## src/hdl/assert_macros.svh

```systemverilog
// assertion macros shared by the rtl
`ifndef ASSERT_MACROS_SVH
`define ASSERT_MACROS_SVH

`ifndef ASSERT_OFF

// property must hold at every clock edge out of reset
`define ASSERT_CLK(label, clk, rst, prop) \
  label: assert property (@(posedge clk) disable iff (rst) prop) \
    else $error("%m: assertion failed");

// expression must never be true out of reset
`define ASSERT_NEVER(label, clk, rst, expr) \
  label: assert property (@(posedge clk) disable iff (rst) !(expr)) \
    else $error("%m: forbidden condition seen");

`else

`define ASSERT_CLK(label, clk, rst, prop)
`define ASSERT_NEVER(label, clk, rst, expr)

`endif

`endif

```

## src/hdl/lfp_pkg.sv

```systemverilog
`timescale 1ns / 1ps

package lfp_pkg;

  localparam int POINTS_PER_FRAME = 12;
  localparam int POINT_SIZE       = 15;
  localparam int HEADER_END_I     = 8;

  localparam logic [7:0] SYNC_BYTE    = 8'hAA;
  localparam logic [2:0] SYNC_COUNT   = 3'd4;
  localparam logic [7:0] ADDR_POS     = 8'd4;
  localparam logic [7:0] CMD_POS      = 8'd5;
  localparam logic [7:0] OFS_POS      = 8'd6;
  localparam logic [7:0] HEADER_END   = 8'(HEADER_END_I);
  localparam logic [7:0] CHECKSUM_POS = 8'(HEADER_END_I + POINT_SIZE * POINTS_PER_FRAME);
  localparam logic [3:0] PT_LAST      = 4'(POINT_SIZE - 1);

  typedef struct packed {
    logic               is_status;
    logic [3:0]         point_index;
    logic signed [15:0] distance;
    logic [15:0]        noise;
    logic [31:0]        peak;
    logic [7:0]         confidence;
    logic [31:0]        integration;
    logic signed [15:0] reference_tof;
    logic [7:0]         dev_addr;
    logic [7:0]         cmd_byte;
    logic [7:0]         chunk_ofs;
    logic               checksum_ok;
  } lfp_result_t;

endpackage

```

## src/hdl/lfp_in_if.sv

```systemverilog
`timescale 1ns / 1ps

interface lfp_in_if;
  logic       valid;
  logic       ready;
  logic [7:0] rx_byte;

  modport source (output valid, output rx_byte, input ready);
  modport sink (input valid, input rx_byte, output ready);
endinterface

```

## src/hdl/lfp_out_if.sv

```systemverilog
`timescale 1ns / 1ps

interface lfp_out_if;
  logic               valid;
  logic               ready;
  logic               is_status;
  logic [3:0]         point_index;
  logic signed [15:0] distance;
  logic [15:0]        noise;
  logic [31:0]        peak;
  logic [7:0]         confidence;
  logic [31:0]        integration;
  logic signed [15:0] reference_tof;
  logic [7:0]         dev_addr;
  logic [7:0]         cmd_byte;
  logic [7:0]         chunk_ofs;
  logic               checksum_ok;

  modport source (
    output valid, output is_status, output point_index, output distance, output noise,
    output peak, output confidence, output integration, output reference_tof,
    output dev_addr, output cmd_byte, output chunk_ofs, output checksum_ok,
    input ready
  );
  modport sink (
    input valid, input is_status, input point_index, input distance, input noise,
    input peak, input confidence, input integration, input reference_tof,
    input dev_addr, input cmd_byte, input chunk_ofs, input checksum_ok,
    output ready
  );
endinterface

```

## src/hdl/lfp_parse_core.sv

```systemverilog
`timescale 1ns / 1ps
`include "assert_macros.svh"

module lfp_parse_core (
  input  logic                clk,
  input  logic                rst,
  input  logic                step,
  input  logic [7:0]          rx_byte,
  output logic                res_valid,
  output lfp_pkg::lfp_result_t res
);
  import lfp_pkg::*;

  logic [2:0] sync_seen, sync_seen_next;
  logic [7:0] frame_position, frame_position_next;
  logic [7:0] running_sum, running_sum_next;
  logic [3:0] points_done, points_done_next;
  logic [3:0] pt_cnt, pt_cnt_next;
  logic [7:0] header_address, header_address_next;
  logic [7:0] header_command, header_command_next;
  logic [7:0] header_offset, header_offset_next;
  logic [7:0] pt_bytes [0:POINT_SIZE-2];

  logic in_frame;
  logic at_checksum;
  logic in_points;
  logic pt_write;

  assign in_frame    = (sync_seen == SYNC_COUNT);
  assign at_checksum = in_frame && (frame_position >= CHECKSUM_POS);
  assign in_points   = in_frame && !at_checksum && (frame_position >= HEADER_END);
  assign pt_write    = step && in_points && (pt_cnt != PT_LAST);

  always_comb begin
    sync_seen_next      = sync_seen;
    frame_position_next = frame_position;
    running_sum_next    = running_sum;
    points_done_next    = points_done;
    pt_cnt_next         = pt_cnt;
    header_address_next = header_address;
    header_command_next = header_command;
    header_offset_next  = header_offset;
    res_valid           = 1'b0;
    if (step) begin
      priority if (!in_frame) begin
        if (rx_byte == SYNC_BYTE) begin
          sync_seen_next = sync_seen + 3'd1;
          if (sync_seen_next == SYNC_COUNT) begin
            frame_position_next = 8'(SYNC_COUNT);
            running_sum_next    = 8'd0;
            points_done_next    = 4'd0;
            pt_cnt_next         = 4'd0;
          end
        end else begin
          sync_seen_next = 3'd0;
        end
      end else if (at_checksum) begin
        res_valid           = 1'b1;
        sync_seen_next      = 3'd0;
        frame_position_next = 8'd0;
        running_sum_next    = 8'd0;
        points_done_next    = 4'd0;
      end else begin
        running_sum_next    = running_sum + rx_byte;
        frame_position_next = frame_position + 8'd1;
        if (!in_points) begin
          if (frame_position == ADDR_POS) header_address_next = rx_byte;
          if (frame_position == CMD_POS) header_command_next = rx_byte;
          if (frame_position == OFS_POS) header_offset_next = rx_byte;
        end else if (pt_cnt == PT_LAST) begin
          res_valid        = 1'b1;
          pt_cnt_next      = 4'd0;
          points_done_next = points_done + 4'd1;
        end else begin
          pt_cnt_next = pt_cnt + 4'd1;
        end
      end
    end
  end

  always_comb begin
    res           = '0;
    res.dev_addr  = header_address;
    res.cmd_byte  = header_command;
    res.chunk_ofs = header_offset;
    if (at_checksum) begin
      res.is_status   = 1'b1;
      res.checksum_ok = (running_sum == rx_byte);
    end else begin
      res.point_index   = points_done;
      res.distance      = {pt_bytes[1], pt_bytes[0]};
      res.noise         = {pt_bytes[3], pt_bytes[2]};
      res.peak          = {pt_bytes[7], pt_bytes[6], pt_bytes[5], pt_bytes[4]};
      res.confidence    = pt_bytes[8];
      res.integration   = {pt_bytes[12], pt_bytes[11], pt_bytes[10], pt_bytes[9]};
      res.reference_tof = {rx_byte, pt_bytes[13]};
    end
  end

  always_ff @(posedge clk) begin
    if (rst) begin
      sync_seen      <= 3'd0;
      frame_position <= 8'd0;
      running_sum    <= 8'd0;
      points_done    <= 4'd0;
      pt_cnt         <= 4'd0;
      header_address <= 8'd0;
      header_command <= 8'd0;
      header_offset  <= 8'd0;
    end else begin
      sync_seen      <= sync_seen_next;
      frame_position <= frame_position_next;
      running_sum    <= running_sum_next;
      points_done    <= points_done_next;
      pt_cnt         <= pt_cnt_next;
      header_address <= header_address_next;
      header_command <= header_command_next;
      header_offset  <= header_offset_next;
    end
  end

  // point byte store, each entry loaded at its own slot
  always_ff @(posedge clk) begin
    for (int i = 0; i < POINT_SIZE - 1; i++) begin
      if (pt_write && (pt_cnt == 4'(i))) begin
        pt_bytes[i] <= rx_byte;
      end
    end
  end

  `ASSERT_CLK(a_sync_range, clk, rst, sync_seen <= SYNC_COUNT)
  `ASSERT_CLK(a_pos_range, clk, rst, frame_position <= CHECKSUM_POS)
  `ASSERT_NEVER(a_result_in_hunt, clk, rst, res_valid && !in_frame)
  `ASSERT_CLK(a_status_rearm, clk, rst, (res_valid && at_checksum) |=> !in_frame)

endmodule

```

## src/hdl/lfp_out_reg.sv

```systemverilog
`timescale 1ns / 1ps
`include "assert_macros.svh"

module lfp_out_reg (
  input  logic                 clk,
  input  logic                 rst,
  input  logic                 load,
  input  lfp_pkg::lfp_result_t res,
  output logic                 free,
  lfp_out_if.source            out_ch
);
  import lfp_pkg::*;

  logic        valid, valid_next;
  lfp_result_t data;

  assign free = !valid || out_ch.ready;

  always_comb begin
    valid_next = valid;
    if (load) begin
      valid_next = 1'b1;
    end else if (out_ch.ready) begin
      valid_next = 1'b0;
    end
  end

  always_ff @(posedge clk) begin
    if (rst) begin
      valid <= 1'b0;
    end else begin
      valid <= valid_next;
    end
  end

  always_ff @(posedge clk) begin
    if (load) begin
      data <= res;
    end
  end

  assign out_ch.valid         = valid;
  assign out_ch.is_status     = data.is_status;
  assign out_ch.point_index   = data.point_index;
  assign out_ch.distance      = data.distance;
  assign out_ch.noise         = data.noise;
  assign out_ch.peak          = data.peak;
  assign out_ch.confidence    = data.confidence;
  assign out_ch.integration   = data.integration;
  assign out_ch.reference_tof = data.reference_tof;
  assign out_ch.dev_addr      = data.dev_addr;
  assign out_ch.cmd_byte      = data.cmd_byte;
  assign out_ch.chunk_ofs     = data.chunk_ofs;
  assign out_ch.checksum_ok   = data.checksum_ok;

  `ASSERT_NEVER(a_load_overwrite, clk, rst, load && !free)
  `ASSERT_CLK(a_hold_stalled, clk, rst, (valid && !out_ch.ready) |=> valid)
  `ASSERT_CLK(a_load_shows, clk, rst, load |=> valid)

endmodule

```

## src/hdl/lidar_frame_parser.sv

```systemverilog
`timescale 1ns / 1ps
// byte-serial parser for fixed-length lidar frames
// in_ch takes one received byte per beat; the parser hunts for four 0xaa sync
// bytes, captures address, command and chunk offset, then twelve 15-byte points
// and a checksum byte
// out_ch carries one beat per completed point and one frame status beat after
// the checksum byte, with the header fields and a checksum match flag
// a completing byte passes the input byte register, then the result register
// throughput: one byte per cycle unless out_ch stalls a held beat, set by the
// single parse step between the input byte register and the result register
// reset (rst, synchronous) returns to the sync hunt with no beat pending
// a stalled out_ch holds its beat; one more byte can wait in the input
// register, after which in_ch.ready drops until the result beat is taken
module lidar_frame_parser (
  input  logic     clk,
  input  logic     rst,
  lfp_in_if.sink   in_ch,
  lfp_out_if.source out_ch
);
  import lfp_pkg::*;

  logic        byte_valid;
  logic [7:0]  byte_q;
  logic        advance;
  logic        free;
  logic        res_valid;
  lfp_result_t res;

  assign advance     = byte_valid && free;
  assign in_ch.ready = !byte_valid || advance;

  always_ff @(posedge clk) begin
    if (rst) begin
      byte_valid <= 1'b0;
    end else if (in_ch.valid && in_ch.ready) begin
      byte_valid <= 1'b1;
    end else if (advance) begin
      byte_valid <= 1'b0;
    end
  end

  always_ff @(posedge clk) begin
    if (in_ch.valid && in_ch.ready) begin
      byte_q <= in_ch.rx_byte;
    end
  end

  lfp_parse_core u_core (
    .clk       (clk),
    .rst       (rst),
    .step      (advance),
    .rx_byte   (byte_q),
    .res_valid (res_valid),
    .res       (res)
  );

  lfp_out_reg u_out (
    .clk    (clk),
    .rst    (rst),
    .load   (res_valid),
    .res    (res),
    .free   (free),
    .out_ch (out_ch)
  );

endmodule
```

## src/flat_wrapper.sv

```systemverilog
// flat-port wrapper written by rule: the top's interface ports become plain ports
module lidar_frame_parser_flat import lfp_pkg::*;
  (clk, rst, in_ch_valid, in_ch_rx_byte, in_ch_ready, out_ch_valid, out_ch_is_status, out_ch_point_index, out_ch_distance, out_ch_noise, out_ch_peak, out_ch_confidence, out_ch_integration, out_ch_reference_tof, out_ch_dev_addr, out_ch_cmd_byte, out_ch_chunk_ofs, out_ch_checksum_ok, out_ch_ready);
  lfp_in_if in_ch_i ();
  lfp_out_if out_ch_i ();
  input  logic clk;
  input  logic rst;
  input wire logic [$bits(in_ch_i.valid)-1:0] in_ch_valid;
  input wire logic [$bits(in_ch_i.rx_byte)-1:0] in_ch_rx_byte;
  output wire logic [$bits(in_ch_i.ready)-1:0] in_ch_ready;
  output wire logic [$bits(out_ch_i.valid)-1:0] out_ch_valid;
  output wire logic [$bits(out_ch_i.is_status)-1:0] out_ch_is_status;
  output wire logic [$bits(out_ch_i.point_index)-1:0] out_ch_point_index;
  output wire logic [$bits(out_ch_i.distance)-1:0] out_ch_distance;
  output wire logic [$bits(out_ch_i.noise)-1:0] out_ch_noise;
  output wire logic [$bits(out_ch_i.peak)-1:0] out_ch_peak;
  output wire logic [$bits(out_ch_i.confidence)-1:0] out_ch_confidence;
  output wire logic [$bits(out_ch_i.integration)-1:0] out_ch_integration;
  output wire logic [$bits(out_ch_i.reference_tof)-1:0] out_ch_reference_tof;
  output wire logic [$bits(out_ch_i.dev_addr)-1:0] out_ch_dev_addr;
  output wire logic [$bits(out_ch_i.cmd_byte)-1:0] out_ch_cmd_byte;
  output wire logic [$bits(out_ch_i.chunk_ofs)-1:0] out_ch_chunk_ofs;
  output wire logic [$bits(out_ch_i.checksum_ok)-1:0] out_ch_checksum_ok;
  input wire logic [$bits(out_ch_i.ready)-1:0] out_ch_ready;
  assign in_ch_i.valid = in_ch_valid;
  assign in_ch_i.rx_byte = in_ch_rx_byte;
  assign in_ch_ready = in_ch_i.ready;
  assign out_ch_valid = out_ch_i.valid;
  assign out_ch_is_status = out_ch_i.is_status;
  assign out_ch_point_index = out_ch_i.point_index;
  assign out_ch_distance = out_ch_i.distance;
  assign out_ch_noise = out_ch_i.noise;
  assign out_ch_peak = out_ch_i.peak;
  assign out_ch_confidence = out_ch_i.confidence;
  assign out_ch_integration = out_ch_i.integration;
  assign out_ch_reference_tof = out_ch_i.reference_tof;
  assign out_ch_dev_addr = out_ch_i.dev_addr;
  assign out_ch_cmd_byte = out_ch_i.cmd_byte;
  assign out_ch_chunk_ofs = out_ch_i.chunk_ofs;
  assign out_ch_checksum_ok = out_ch_i.checksum_ok;
  assign out_ch_i.ready = out_ch_ready;
  lidar_frame_parser u_core (.clk(clk), .rst(rst), .in_ch(in_ch_i), .out_ch(out_ch_i));
endmodule
```

## config.mk

```make
export PLATFORM = sky130hd
export DESIGN_NAME = lidar_frame_parser_flat
export DESIGN_NICKNAME = d
export VERILOG_FILES = /design/src/hdl/lfp_pkg.sv /design/src/hdl/lfp_in_if.sv /design/src/hdl/lfp_out_if.sv /design/src/hdl/lfp_parse_core.sv /design/src/hdl/lfp_out_reg.sv /design/src/hdl/lidar_frame_parser.sv /design/src/flat_wrapper.sv
export VERILOG_INCLUDE_DIRS = /design/src /design/src/hdl
export SDC_FILE = /design/constraint.sdc
export NUM_CORES = 1
export LEC_CHECK = 0
export BUFFER_PORTS_ARGS = -buffer_cell sky130_fd_sc_hd__buf_2
export CORE_MARGIN = 4
export CORE_UTILIZATION = 57
export CTS_CLUSTER_SIZE = 40
export DETAILED_ROUTE_END_ITERATION = 10
export GPL_TIMING_DRIVEN = 0
export HOLD_SLACK_MARGIN = 0.12
export PLACE_DENSITY = 0.87
export SLEW_MARGIN = 20
export SYNTH_ARGS = -nofsm -noshare
export SYNTH_HDL_FRONTEND = slang
export SYNTH_HIERARCHICAL = 1
export SYNTH_SLANG_ARGS = --single-unit
```

## constraint.sdc

```tcl
create_clock -name clk -period 7 [get_ports clk]
set_input_delay 1.75 -clock clk [delete_from_list [all_inputs] [get_ports clk]]
set_output_delay 1.75 -clock clk [all_outputs]
set_load 0.1 [all_outputs]
```

==> metrics.cfg, run 1 <==
[setup_path]
r2r_start=u_core/byte_q[0]
worstSetupEndpointType=output pin
slowest_stage=buf_2
crit_chain=buf_2 > nand2b_4 > nand2b_4 > buf_2
cp-endpoint=in_ch_ready
critPathArrivalTime_ns=2.52
critPathLaunch=out_ch_ready
worstPathMaxFanout=3
worst-path-buf-inv=2
reg2reg_depth=8
r2r_slack_ns=4.00
worstSetupPathType=in2out
cp.depth=4
cp_data_required_time_ns=5.25
critPathTopFamily=buffers and inverters
cp-start-kind=primary input
cpPeakStageDelay_ns=0.42
reg2reg_to=u_core/u_core/running_sum[6]

[layout]
final_cell_area_um2=14140
drive_above_1_share_pct=24.97
layout_common_cells=270 x edfxtp_1, 170 x buf_2, 128 x and2_1
num-fill-cells=1308
diodes=0
fin_cells=1247
fin_nets=981
layout_commonest_cell=edfxtp_1
area_delta_synth_final_pct=18.69

[timing]
worst_slew_pin_slew_ns=1.054
setup_slack_ns=2.731
fin_crit_sh_pct=60.98
finClkSkew_ns=0.02332
final_hold_viol_count=0
max_freq_mhz=234.3
tns_ns=0
period_needed_ns=4.269
setup_viol=0
rsz0062_at_grt=no
maxSlewHeadroom_pct=29.71
finalMaxSlewViolations=0

[grt]
antenna_found_initial=0
grt_pass1_wl_um=37120
grt_overflow=0
grt_pass1_vias=6636
grt_usage_pct=20.14
grt_max_degree=61

[placed_design]
gp_congestion=0.8881
place_inst=1190
place_area_um2=13150
place_ws_ns=2.724
dp_hpwl_um=15040
port_buffers=163

[power]
p_per_area_nw_per_um2=261.4
ir_worst_vdd_mv=0.1656
leakage_uw=0.005119

[routing]
routed_wl_um=23850
via_per_inst=5.367
ant_nets=0
drc_errors=0
route.detailed.wl_per_inst_um=19.12
drtIter0Drc=517
firstDrtPassIters=5
vias=6693

[clock_network]
cts_tree=done
htree_levels=1
clk_latency_ns=0.54
post_cts_resized=0
postCtsSetupRepairBufs=0
cts_root_buf=clkbuf_16
path_clk_slew_ns=0.06
cts_hold_buf=0
cts-buffers-inserted=30
clk_path_buf_depth=3
numClockSinks=323

[synthesis]
synth_top_family_by_area=simple AND/OR/NAND/NOR gates
post_synth_num_cell_types=61
synthArstFlopShare_pct=0
synth_top_flop_cell=edfxtp_1
synthXorXnorAreaFrac_pct=0.4412
synthSimpleGateAreaFrac_pct=13.18
synth_edf_count=270
synth_fa_ha_area_share_pct=1.744
syn_inst=754
synth.avg_cell_area_um2=15.80
synth_warnings=6
ys_seq_area_share_pct=76.97
ys_ff_latch=323
synth_compound_area_share_pct=3.529
synth.mux.area_fraction_pct=2.017
syn-cell-area_um2=11910
synth_fp_nets=782

[floorplan]
die_area_um2=23270
rows=52
fp.coreArea_um2=20360
die_y_um=152.6
start_util_pct=58.49
ios=164
die_w_um=152.6

[outcome]
status=finished clean

[job]
max-cap-violations=0

[min_path]
min_path_type=reg2reg

## stage by stage
stage | hold slack (ns) | power, uW | util (%)
after global routing | 0.4286 | 3826 | 69.42
final | 0.4202 | 3696 | 69.42
after detailed placement | 0.4161 | 2184 | 64.58
after floorplan | 0.4076 | 2151 | -
after global placement | 0.4106 | 2182 | 64.16
after CTS | 0.4252 | 3725 | 69.27
## how the worst min path moves through the flow
stage                                          from                               end  depth (start not counted)
finish              u_core/u_core/header_address[7]   u_core/u_out/out_ch.dev_addr[7]                          0
global route         u_core/u_core/header_offset[0]  u_core/u_out/out_ch.chunk_ofs[0]                          0
CTS                 u_core/u_core/header_address[7]   u_core/u_out/out_ch.dev_addr[7]                          0
detailed placement  u_core/u_core/header_address[2]   u_core/u_out/out_ch.dev_addr[2]                          0
global placement     u_core/u_core/header_offset[0]  u_core/u_out/out_ch.chunk_ofs[0]                          0
floorplan            u_core/u_core/header_offset[0]  u_core/u_out/out_ch.chunk_ofs[0]                          0
## registers in the layout, summed over array words and instances, names as in the netlist, 16 cells and up
signal	cells
u_core/u_out/out_ch.peak	32
u_core/u_out/out_ch.integration	32
u_core/u_out/out_ch.reference_tof	16
u_core/u_core/pt_bytes	112
u_core/u_out/out_ch.distance	16
u_core/u_out/out_ch.noise	16
## metal layers
metal  routed length [um]  vias up  share of wire [%]  GRT usage [%]
met2                12660      281                 53          36.08
met1                 9075     3244                 38          25.70
met4                  515        0                2.2          5.388
li1                     -     3125                  -              -
met5                    0        -                  0              0
met3                 1598       43                6.7          3.238
## synthesized netlist by cell type (2+ instances only)
library cell | instances | share of area (%)
a21oi_1 | 22 | 0.92
inv_1 | 16 | 0.50
and2_1 | 128 | 6.7
a21o_1 | 4 | 0.25
buf_2 | 7 | 0.29
mux2i_1 | 24 | 2.0
nand4b_1 | 3 | 0.22
nor3_1 | 11 | 0.46
a31oi_1 | 2 | 0.11
a211o_1 | 2 | 0.15
o22ai_1 | 4 | 0.21
o211ai_1 | 4 | 0.25
dfxtp_1 | 53 | 8.9
xnor2_1 | 5 | 0.37
clkbuf_1 | 20 | 0.63
and2_2 | 2 | 0.13
edfxtp_1 | 270 | 68
ha_1 | 15 | 1.6
or3_1 | 3 | 0.16
buf_6 | 5 | 0.47
or4_1 | 3 | 0.19
o21ai_0 | 10 | 0.42
nor4_1 | 5 | 0.26
clkbuf_2 | 2 | 0.084
a41o_1 | 2 | 0.17
nor2_1 | 52 | 1.6
nand2b_1 | 6 | 0.32
nand2b_4 | 3 | 0.35
nand2_1 | 19 | 0.60
a21oi_2 | 2 | 0.15
nor2b_1 | 2 | 0.11
nand3b_1 | 3 | 0.19
nand4_1 | 5 | 0.26
nand3_1 | 12 | 0.50
buf_4 | 2 | 0.13
## area by class of cell
| class | count | area, um2 | area share (%) |
|---|---|---|---|
| buffer | 36 | 191.4 | 1.354 |
| multi-input combinational | 379 | 2530 | 17.90 |
| clock inverter | 10 | 135.1 | 0.9558 |
| tap | 270 | 337.8 | 2.390 |
| timing repair buffer | 167 | 893.4 | 6.319 |
| sequential | 323 | 9169 | 64.86 |
| inverter | 16 | 60.06 | 0.4248 |
| clock buffer | 46 | 820.8 | 5.806 |
## kinds of logic (layout without fill, tap and decap cells)
group	count (synthesis)	count (layout)
flip-flops	323	323
AND/OR/NAND/NOR	270	270
AO/OA/AOI/OAI	63	63
buffers and inverters	52	275
multiplexers	24	24
adder cells (fa/ha/maj)	16	16
XOR/XNOR	6	6
## where the power goes
group          switching, uW  internal, uW  total, uW
sequential              29.0          2080       2110
combinational           23.0          14.8       37.8
clock                    635           917       1550
No activity file was read; power rests on OpenSTA's default activity.
==> run 2: changes to the inputs <==
--- a/config.mk
+++ b/config.mk
@@ -8,12 +8,12 @@
 export LEC_CHECK = 0
 export BUFFER_PORTS_ARGS = -buffer_cell sky130_fd_sc_hd__buf_2
 export CORE_MARGIN = 4
-export CORE_UTILIZATION = 57
+export CORE_UTILIZATION = 51
 export CTS_CLUSTER_SIZE = 40
 export DETAILED_ROUTE_END_ITERATION = 10
 export GPL_TIMING_DRIVEN = 0
 export HOLD_SLACK_MARGIN = 0.12
-export PLACE_DENSITY = 0.87
+export PLACE_DENSITY = 0.83
 export SLEW_MARGIN = 20
 export SYNTH_ARGS = -nofsm -noshare
 export SYNTH_HDL_FRONTEND = slang
==> constraint.sdc (replaced) <==
create_clock -name clk -period 3.5 [get_ports clk]
set_input_delay 0.875 -clock clk [delete_from_list [all_inputs] [get_ports clk]]
set_output_delay 0.875 -clock clk [all_outputs]
set_load 0.1 [all_outputs]
==> run 2 against run 1 <==
Compared with the run above: wire length is 0.50% lower; sequential share of layout area is 0.45 points lower; critical path depth is 4 higher; register-to-register slack worse by 3.4 ns; largest power group unchanged.
==> metrics.cfg, run 2 (synthesis results as in run 1) <==
[layout]
num-fill-cells=1614  ; +23%
largest_reg_flops=112  ; unchanged
layout_commonest_cell=edfxtp_1
fin_nets=982  ; +0.10%
drive_above_1_share_pct=26.10  ; +1.1 points
diodes=0  ; unchanged
area_delta_synth_final_pct=19.52
post-route-util_pct=62.50  ; -6.9 points
layout_common_cells=270 x edfxtp_1, 171 x buf_2, 128 x and2_1
regMostFlops=u_core/u_core/pt_bytes

[setup_path]
worstPathMaxFanout=20  ; +17
critPathArrivalTime_ns=3.33  ; +0.81 ns
worstSetupEndpointType=flip-flop
r2r_slack_ns=0.61  ; -3.39 ns
cp-start-kind=flip-flop
worstSetupPathType=reg2reg
cp_data_required_time_ns=3.94  ; -1.31 ns

[clock_network]
cts-buffers-inserted=30  ; unchanged
cts_root_buf=clkbuf_16
clk_path_buf_depth=3  ; unchanged
clk_latency_ns=0.54  ; about the same
cts_hold_buf=0  ; unchanged
cts_tree=done
post_cts_resized=0  ; unchanged
postCtsSetupRepairBufs=0  ; unchanged
path_clk_slew_ns=0.06  ; about the same
numClockSinks=323  ; unchanged
htree_levels=1  ; unchanged

[routing]
drtIter0Drc=445  ; -14%
ant_nets=0  ; unchanged
firstDrtPassIters=5  ; unchanged
route.detailed.wl_per_inst_um=18.39  ; -3.8%
vias=6629  ; -0.96%
via_per_inst=5.139  ; -4.3%
routed_wl_um=23730  ; -0.50%
drc_errors=0  ; unchanged

[grt]
grt_max_degree=59  ; -3.3%
grt_pass1_vias=6626  ; -0.15%
grt_pass1_wl_um=37090  ; about the same
grt_usage_pct=18.17  ; -2.0 points
grt_overflow=0  ; unchanged
antenna_found_initial=0  ; unchanged

[floorplan]
rows=55  ; +5.8%
die_y_um=160.8  ; +5.4%
ios=164  ; unchanged
start_util_pct=52.29  ; -6.2 points
fp.coreArea_um2=22780  ; +12%
die_w_um=160.8  ; +5.4%
die_area_um2=25860  ; +11%

[timing]
finClkSkew_ns=0.007342  ; -0.01598 ns
setup_viol=0  ; unchanged
fin_crit_sh_pct=82.71
period_needed_ns=2.895
maxSlewHeadroom_pct=28.53  ; -1.2 points
max_freq_mhz=345.4
finalMaxSlewViolations=0  ; unchanged
final_hold_viol_count=0  ; unchanged
tns_ns=0  ; unchanged
worst_slew_pin_slew_ns=1.072  ; +0.01757 ns
rsz0062_at_grt=no

[placed_design]
port_buffers=163  ; unchanged
dp_hpwl_um=14720  ; -2.1%
gp_congestion=0.8875  ; about the same

[outcome]
status=finished clean

[power]
leakage_uw=0.005161  ; +0.82%
ir_worst_vdd_mv=0.3212  ; +94%
p_per_area_nw_per_um2=526.6  ; +100%

[job]
max-cap-violations=0  ; unchanged

[min_path]
min_path_type=reg2reg

[run 2: final cells by class]
type                    instances  area (um2)  area share [%]
inverters                      16       60.06          0.4219
well taps                     313       391.6           2.751
repair buffers                168       902.1           6.337
multi-input cells             379        2530           17.77
flip-flops and latches        323        9169           64.40
plain buffers                  36       191.4           1.345
clock inverters                15       132.6          0.9316
clock buffers                  40       859.6           6.038
[run 2: stage by stage]
step	instances	hold WS (ns)	total power [uW]	area (um2)	setup slack (ns)
finish	1290	0.4267	7497	14240	0.6051
floorplan	754	0.4076	4301	11920	0.5058
global route	1290	0.4457	7731	14240	0.3916
CTS	1289	0.4271	7560	14220	0.5224
detailed placement	1234	0.4151	4374	13230	0.2201
global placement	1230	0.4104	4368	13130	-0.1117
[run 2: where the power goes]
group          total [uW]  internal, uW  switching, uW
Combinational        81.5          30.9           50.6
Sequential           4210          4150           56.1
Clock                3210          1870           1340
[run 2: path summary, 6_finish.rpt]
| kind | start | end | cells past startpoint |
|---|---|---|---|
| setup / recovery | u_core/byte_q[0] | u_core/u_core/running_sum[6] | 8 |
| hold / removal | u_core/u_core/header_offset[6] | u_core/u_out/out_ch.chunk_ofs[6] | 0 |
| setup reg to reg | u_core/byte_q[0] | u_core/u_core/running_sum[6] | 8 |
| hold reg to reg | u_core/u_core/header_offset[6] | u_core/u_out/out_ch.chunk_ofs[6] | 0 |
[run 2: critical path, stage by stage, from the launching register on]
cell and delay, ns:
edfxtp_1 1.01, ha_1 0.31, inv_1 0.06, fa_1 0.40, nor2b_1 0.12, o21ai_0 0.12, a2111oi_0 0.44, a311oi_1 0.10
o41ai_1 0.23
[run 2: per-layer routing]
layer  global-route usage, %  vias up  wire, um  share of wire, %
met3                   2.438       40      1243               5.2
met1                   23.44     3218      9859                42
met5                       0        -         0                 0
li1                        -     3144         -                 -
met2                   32.39      227     12070                51
met4                   5.273        0       555               2.3
==> run 3: changes to the inputs <==
--- a/config.mk
+++ b/config.mk
@@ -8,12 +8,12 @@
 export LEC_CHECK = 0
 export BUFFER_PORTS_ARGS = -buffer_cell sky130_fd_sc_hd__buf_2
 export CORE_MARGIN = 4
-export CORE_UTILIZATION = 51
+export CORE_UTILIZATION = 57
 export CTS_CLUSTER_SIZE = 40
 export DETAILED_ROUTE_END_ITERATION = 10
 export GPL_TIMING_DRIVEN = 0
 export HOLD_SLACK_MARGIN = 0.12
-export PLACE_DENSITY = 0.83
+export PLACE_DENSITY = 0.87
 export SLEW_MARGIN = 20
 export SYNTH_ARGS = -nofsm -noshare
 export SYNTH_HDL_FRONTEND = slang
==> constraint.sdc (replaced) <==
create_clock -name clk -period 2.7 [get_ports clk]
set_input_delay 0.675 -clock clk [delete_from_list [all_inputs] [get_ports clk]]
set_output_delay 0.675 -clock clk [all_outputs]
set_load 0.1 [all_outputs]
==> run 3 against run 2 <==
Compared with the run above: worst hold slack worse by 0.11 ns; clock power is 23% higher; flip-flop and latch count stayed put; register-to-register slack got worse by 0.57 ns; critical path type unchanged.
==> metrics.cfg, run 3 (synthesis results as in run 1) <==
[outcome]
status=finished clean

[layout]
fin_cells=1254  ; -2.8%
num-fill-cells=1345  ; -17%
post-route-util_pct=69.90  ; +7.4 points
diodes=0  ; unchanged
layout_common_cells=270 x edfxtp_1, 170 x buf_2, 128 x and2_1
fin_nets=989  ; +0.71%
area_delta_synth_final_pct=19.51  ; about the same
largest_reg_flops=112  ; unchanged
layout_commonest_cell=edfxtp_1
regMostFlops=u_core/u_core/pt_bytes
final_cell_area_um2=14230  ; about the same
drive_above_1_share_pct=26.42  ; +0.32 points

[grt]
grt_max_degree=64  ; +8.5%
grt_pass1_vias=6674  ; +0.72%
antenna_found_initial=0  ; unchanged
grt_overflow=0  ; unchanged
grt_pass1_wl_um=36560  ; -1.4%
grt_usage_pct=19.99  ; +1.8 points

[clock_network]
path_clk_slew_ns=0.06  ; about the same
htree_levels=1  ; unchanged
cts_root_buf=clkbuf_16
cts-buffers-inserted=30  ; unchanged
clk_latency_ns=0.53  ; about the same
cts_tree=done
numClockSinks=323  ; unchanged
cts_hold_buf=0  ; unchanged
clk_path_buf_depth=3  ; unchanged

[setup_path]
worstPathMaxFanout=8  ; -60%
worstSetupPathType=reg2reg
cp-start-kind=flip-flop
critPathArrivalTime_ns=2.85  ; -0.48 ns
worstSetupEndpointType=flip-flop
cp_data_required_time_ns=2.89  ; -1.05 ns

[floorplan]
die_area_um2=23270  ; -10%
start_util_pct=58.49  ; +6.2 points
fp.coreArea_um2=20360  ; -11%
rows=52  ; -5.5%
ios=164  ; unchanged
die_w_um=152.6  ; -5.1%
die_y_um=152.6  ; -5.1%

[routing]
ant_nets=0  ; unchanged
via_per_inst=5.356  ; +4.2%
route.detailed.wl_per_inst_um=19.22  ; +4.5%
drc_errors=0  ; unchanged
vias=6716  ; +1.3%
routed_wl_um=24110  ; +1.6%
firstDrtPassIters=5  ; unchanged
drtIter0Drc=563  ; +27%

[timing]
rsz0062_at_grt=yes
setup_viol=0  ; unchanged
finalMaxSlewViolations=0  ; unchanged
fin_crit_sh_pct=98.57  ; +16 points
final_hold_viol_count=0  ; unchanged
hold_slack_ns=0.3125  ; -0.1142 ns
period_needed_ns=2.661  ; -0.2335 ns
max_freq_mhz=375.7  ; +8.8%
finClkSkew_ns=0.008443  ; +0.001100 ns
maxSlewHeadroom_pct=34.75  ; +6.2 points
worst_slew_pin_slew_ns=0.9707  ; -0.1013 ns

[placed_design]
gp_congestion=0.8756  ; -1.3%
place_inst=1189  ; -3.6%
dp_hpwl_um=14450  ; -1.9%
port_buffers=163  ; unchanged
place_area_um2=13150  ; -0.59%

[job]
max-cap-violations=0  ; unchanged

[power]
p_per_area_nw_per_um2=669.0  ; +27%
ir_worst_vdd_mv=0.5235  ; +63%
leakage_uw=0.005152  ; -0.19%
p_total_uw=9523  ; +27%

[min_path]
min_path_type=in2reg

run 3: area by class of cell:
class	instances	area, um2	area share [%]
Multi-Input combinational cell	379	2564	18.01
Clock inverter	17	128.9	0.9053
Clock buffer	38	802.0	5.634
Timing Repair Buffer	175	980.9	6.891
Tap cell	270	337.8	2.373
Buffer	36	191.4	1.345
Sequential cell	323	9170	64.42
Inverter	16	60.06	0.4219
run 3: worst paths after layout:
| kind | startpoint | to | slack, ns | cells past startpoint |
|---|---|---|---|---|
| worst min-delay path | in_ch_rx_byte[6] | u_core/byte_q[6] | 0.31 | 1 |
| worst max register to register | u_core/u_core/sync_seen[0] | u_core/u_core/pt_bytes[0][33] | 0.04 | 8 |
| worst min register to register | u_core/u_core/header_offset[0] | u_core/u_out/out_ch.chunk_ofs[0] | 0.43 | 0 |
| worst max-delay path | u_core/u_core/sync_seen[0] | u_core/u_core/pt_bytes[0][33] | 0.04 | 8 |
run 3: power by group:
| group | leakage, uW | internal [uW] | switching (uW) |
|---|---|---|---|
| logic | 0.00176 | 52.2 | 99.7 |
| registers | 0.00294 | 5380 | 49.9 |
| clock network | 0.000449 | 2280 | 1660 |
| total | 0.00515 | 7710 | 1810 |
run 3: metrics by stage:
step	setup slack, ns	TNS [ns]
finish	0.03861	0
floorplan	0.02790	0
global route	-0.1333	-3.616
detailed placement	-0.3227	-14.80
global placement	-0.5103	-92.79
CTS	-0.04747	-0.6803
run 3: critical path, cell delays in order (launching register included):
cell and delay, ns:
dfxtp_1 0.36, inv_1 0.08, ha_1 0.18, and2_1 0.13, buf_2 0.20, o211ai_1 0.15
nand2b_2 0.29, or3_1 0.51, nor2_2 0.41
run 3: timing repair:
action	in CTS	in global routing
setup endpoints to repair	25	119
cloned	0	0
resized for setup	1	8
buffers inserted	2	8
pin swaps	0	1
run 3: routing by layer:
metal | track usage, % | vias to the layer above | wire length, um
met2 | 35.72 | 256 | 12430
met5 | 0 | - | 0
met1 | 25.69 | 3267 | 9472
met3 | 3.011 | 44 | 1625
li1 | - | 3149 | -
met4 | 5.473 | 0 | 573
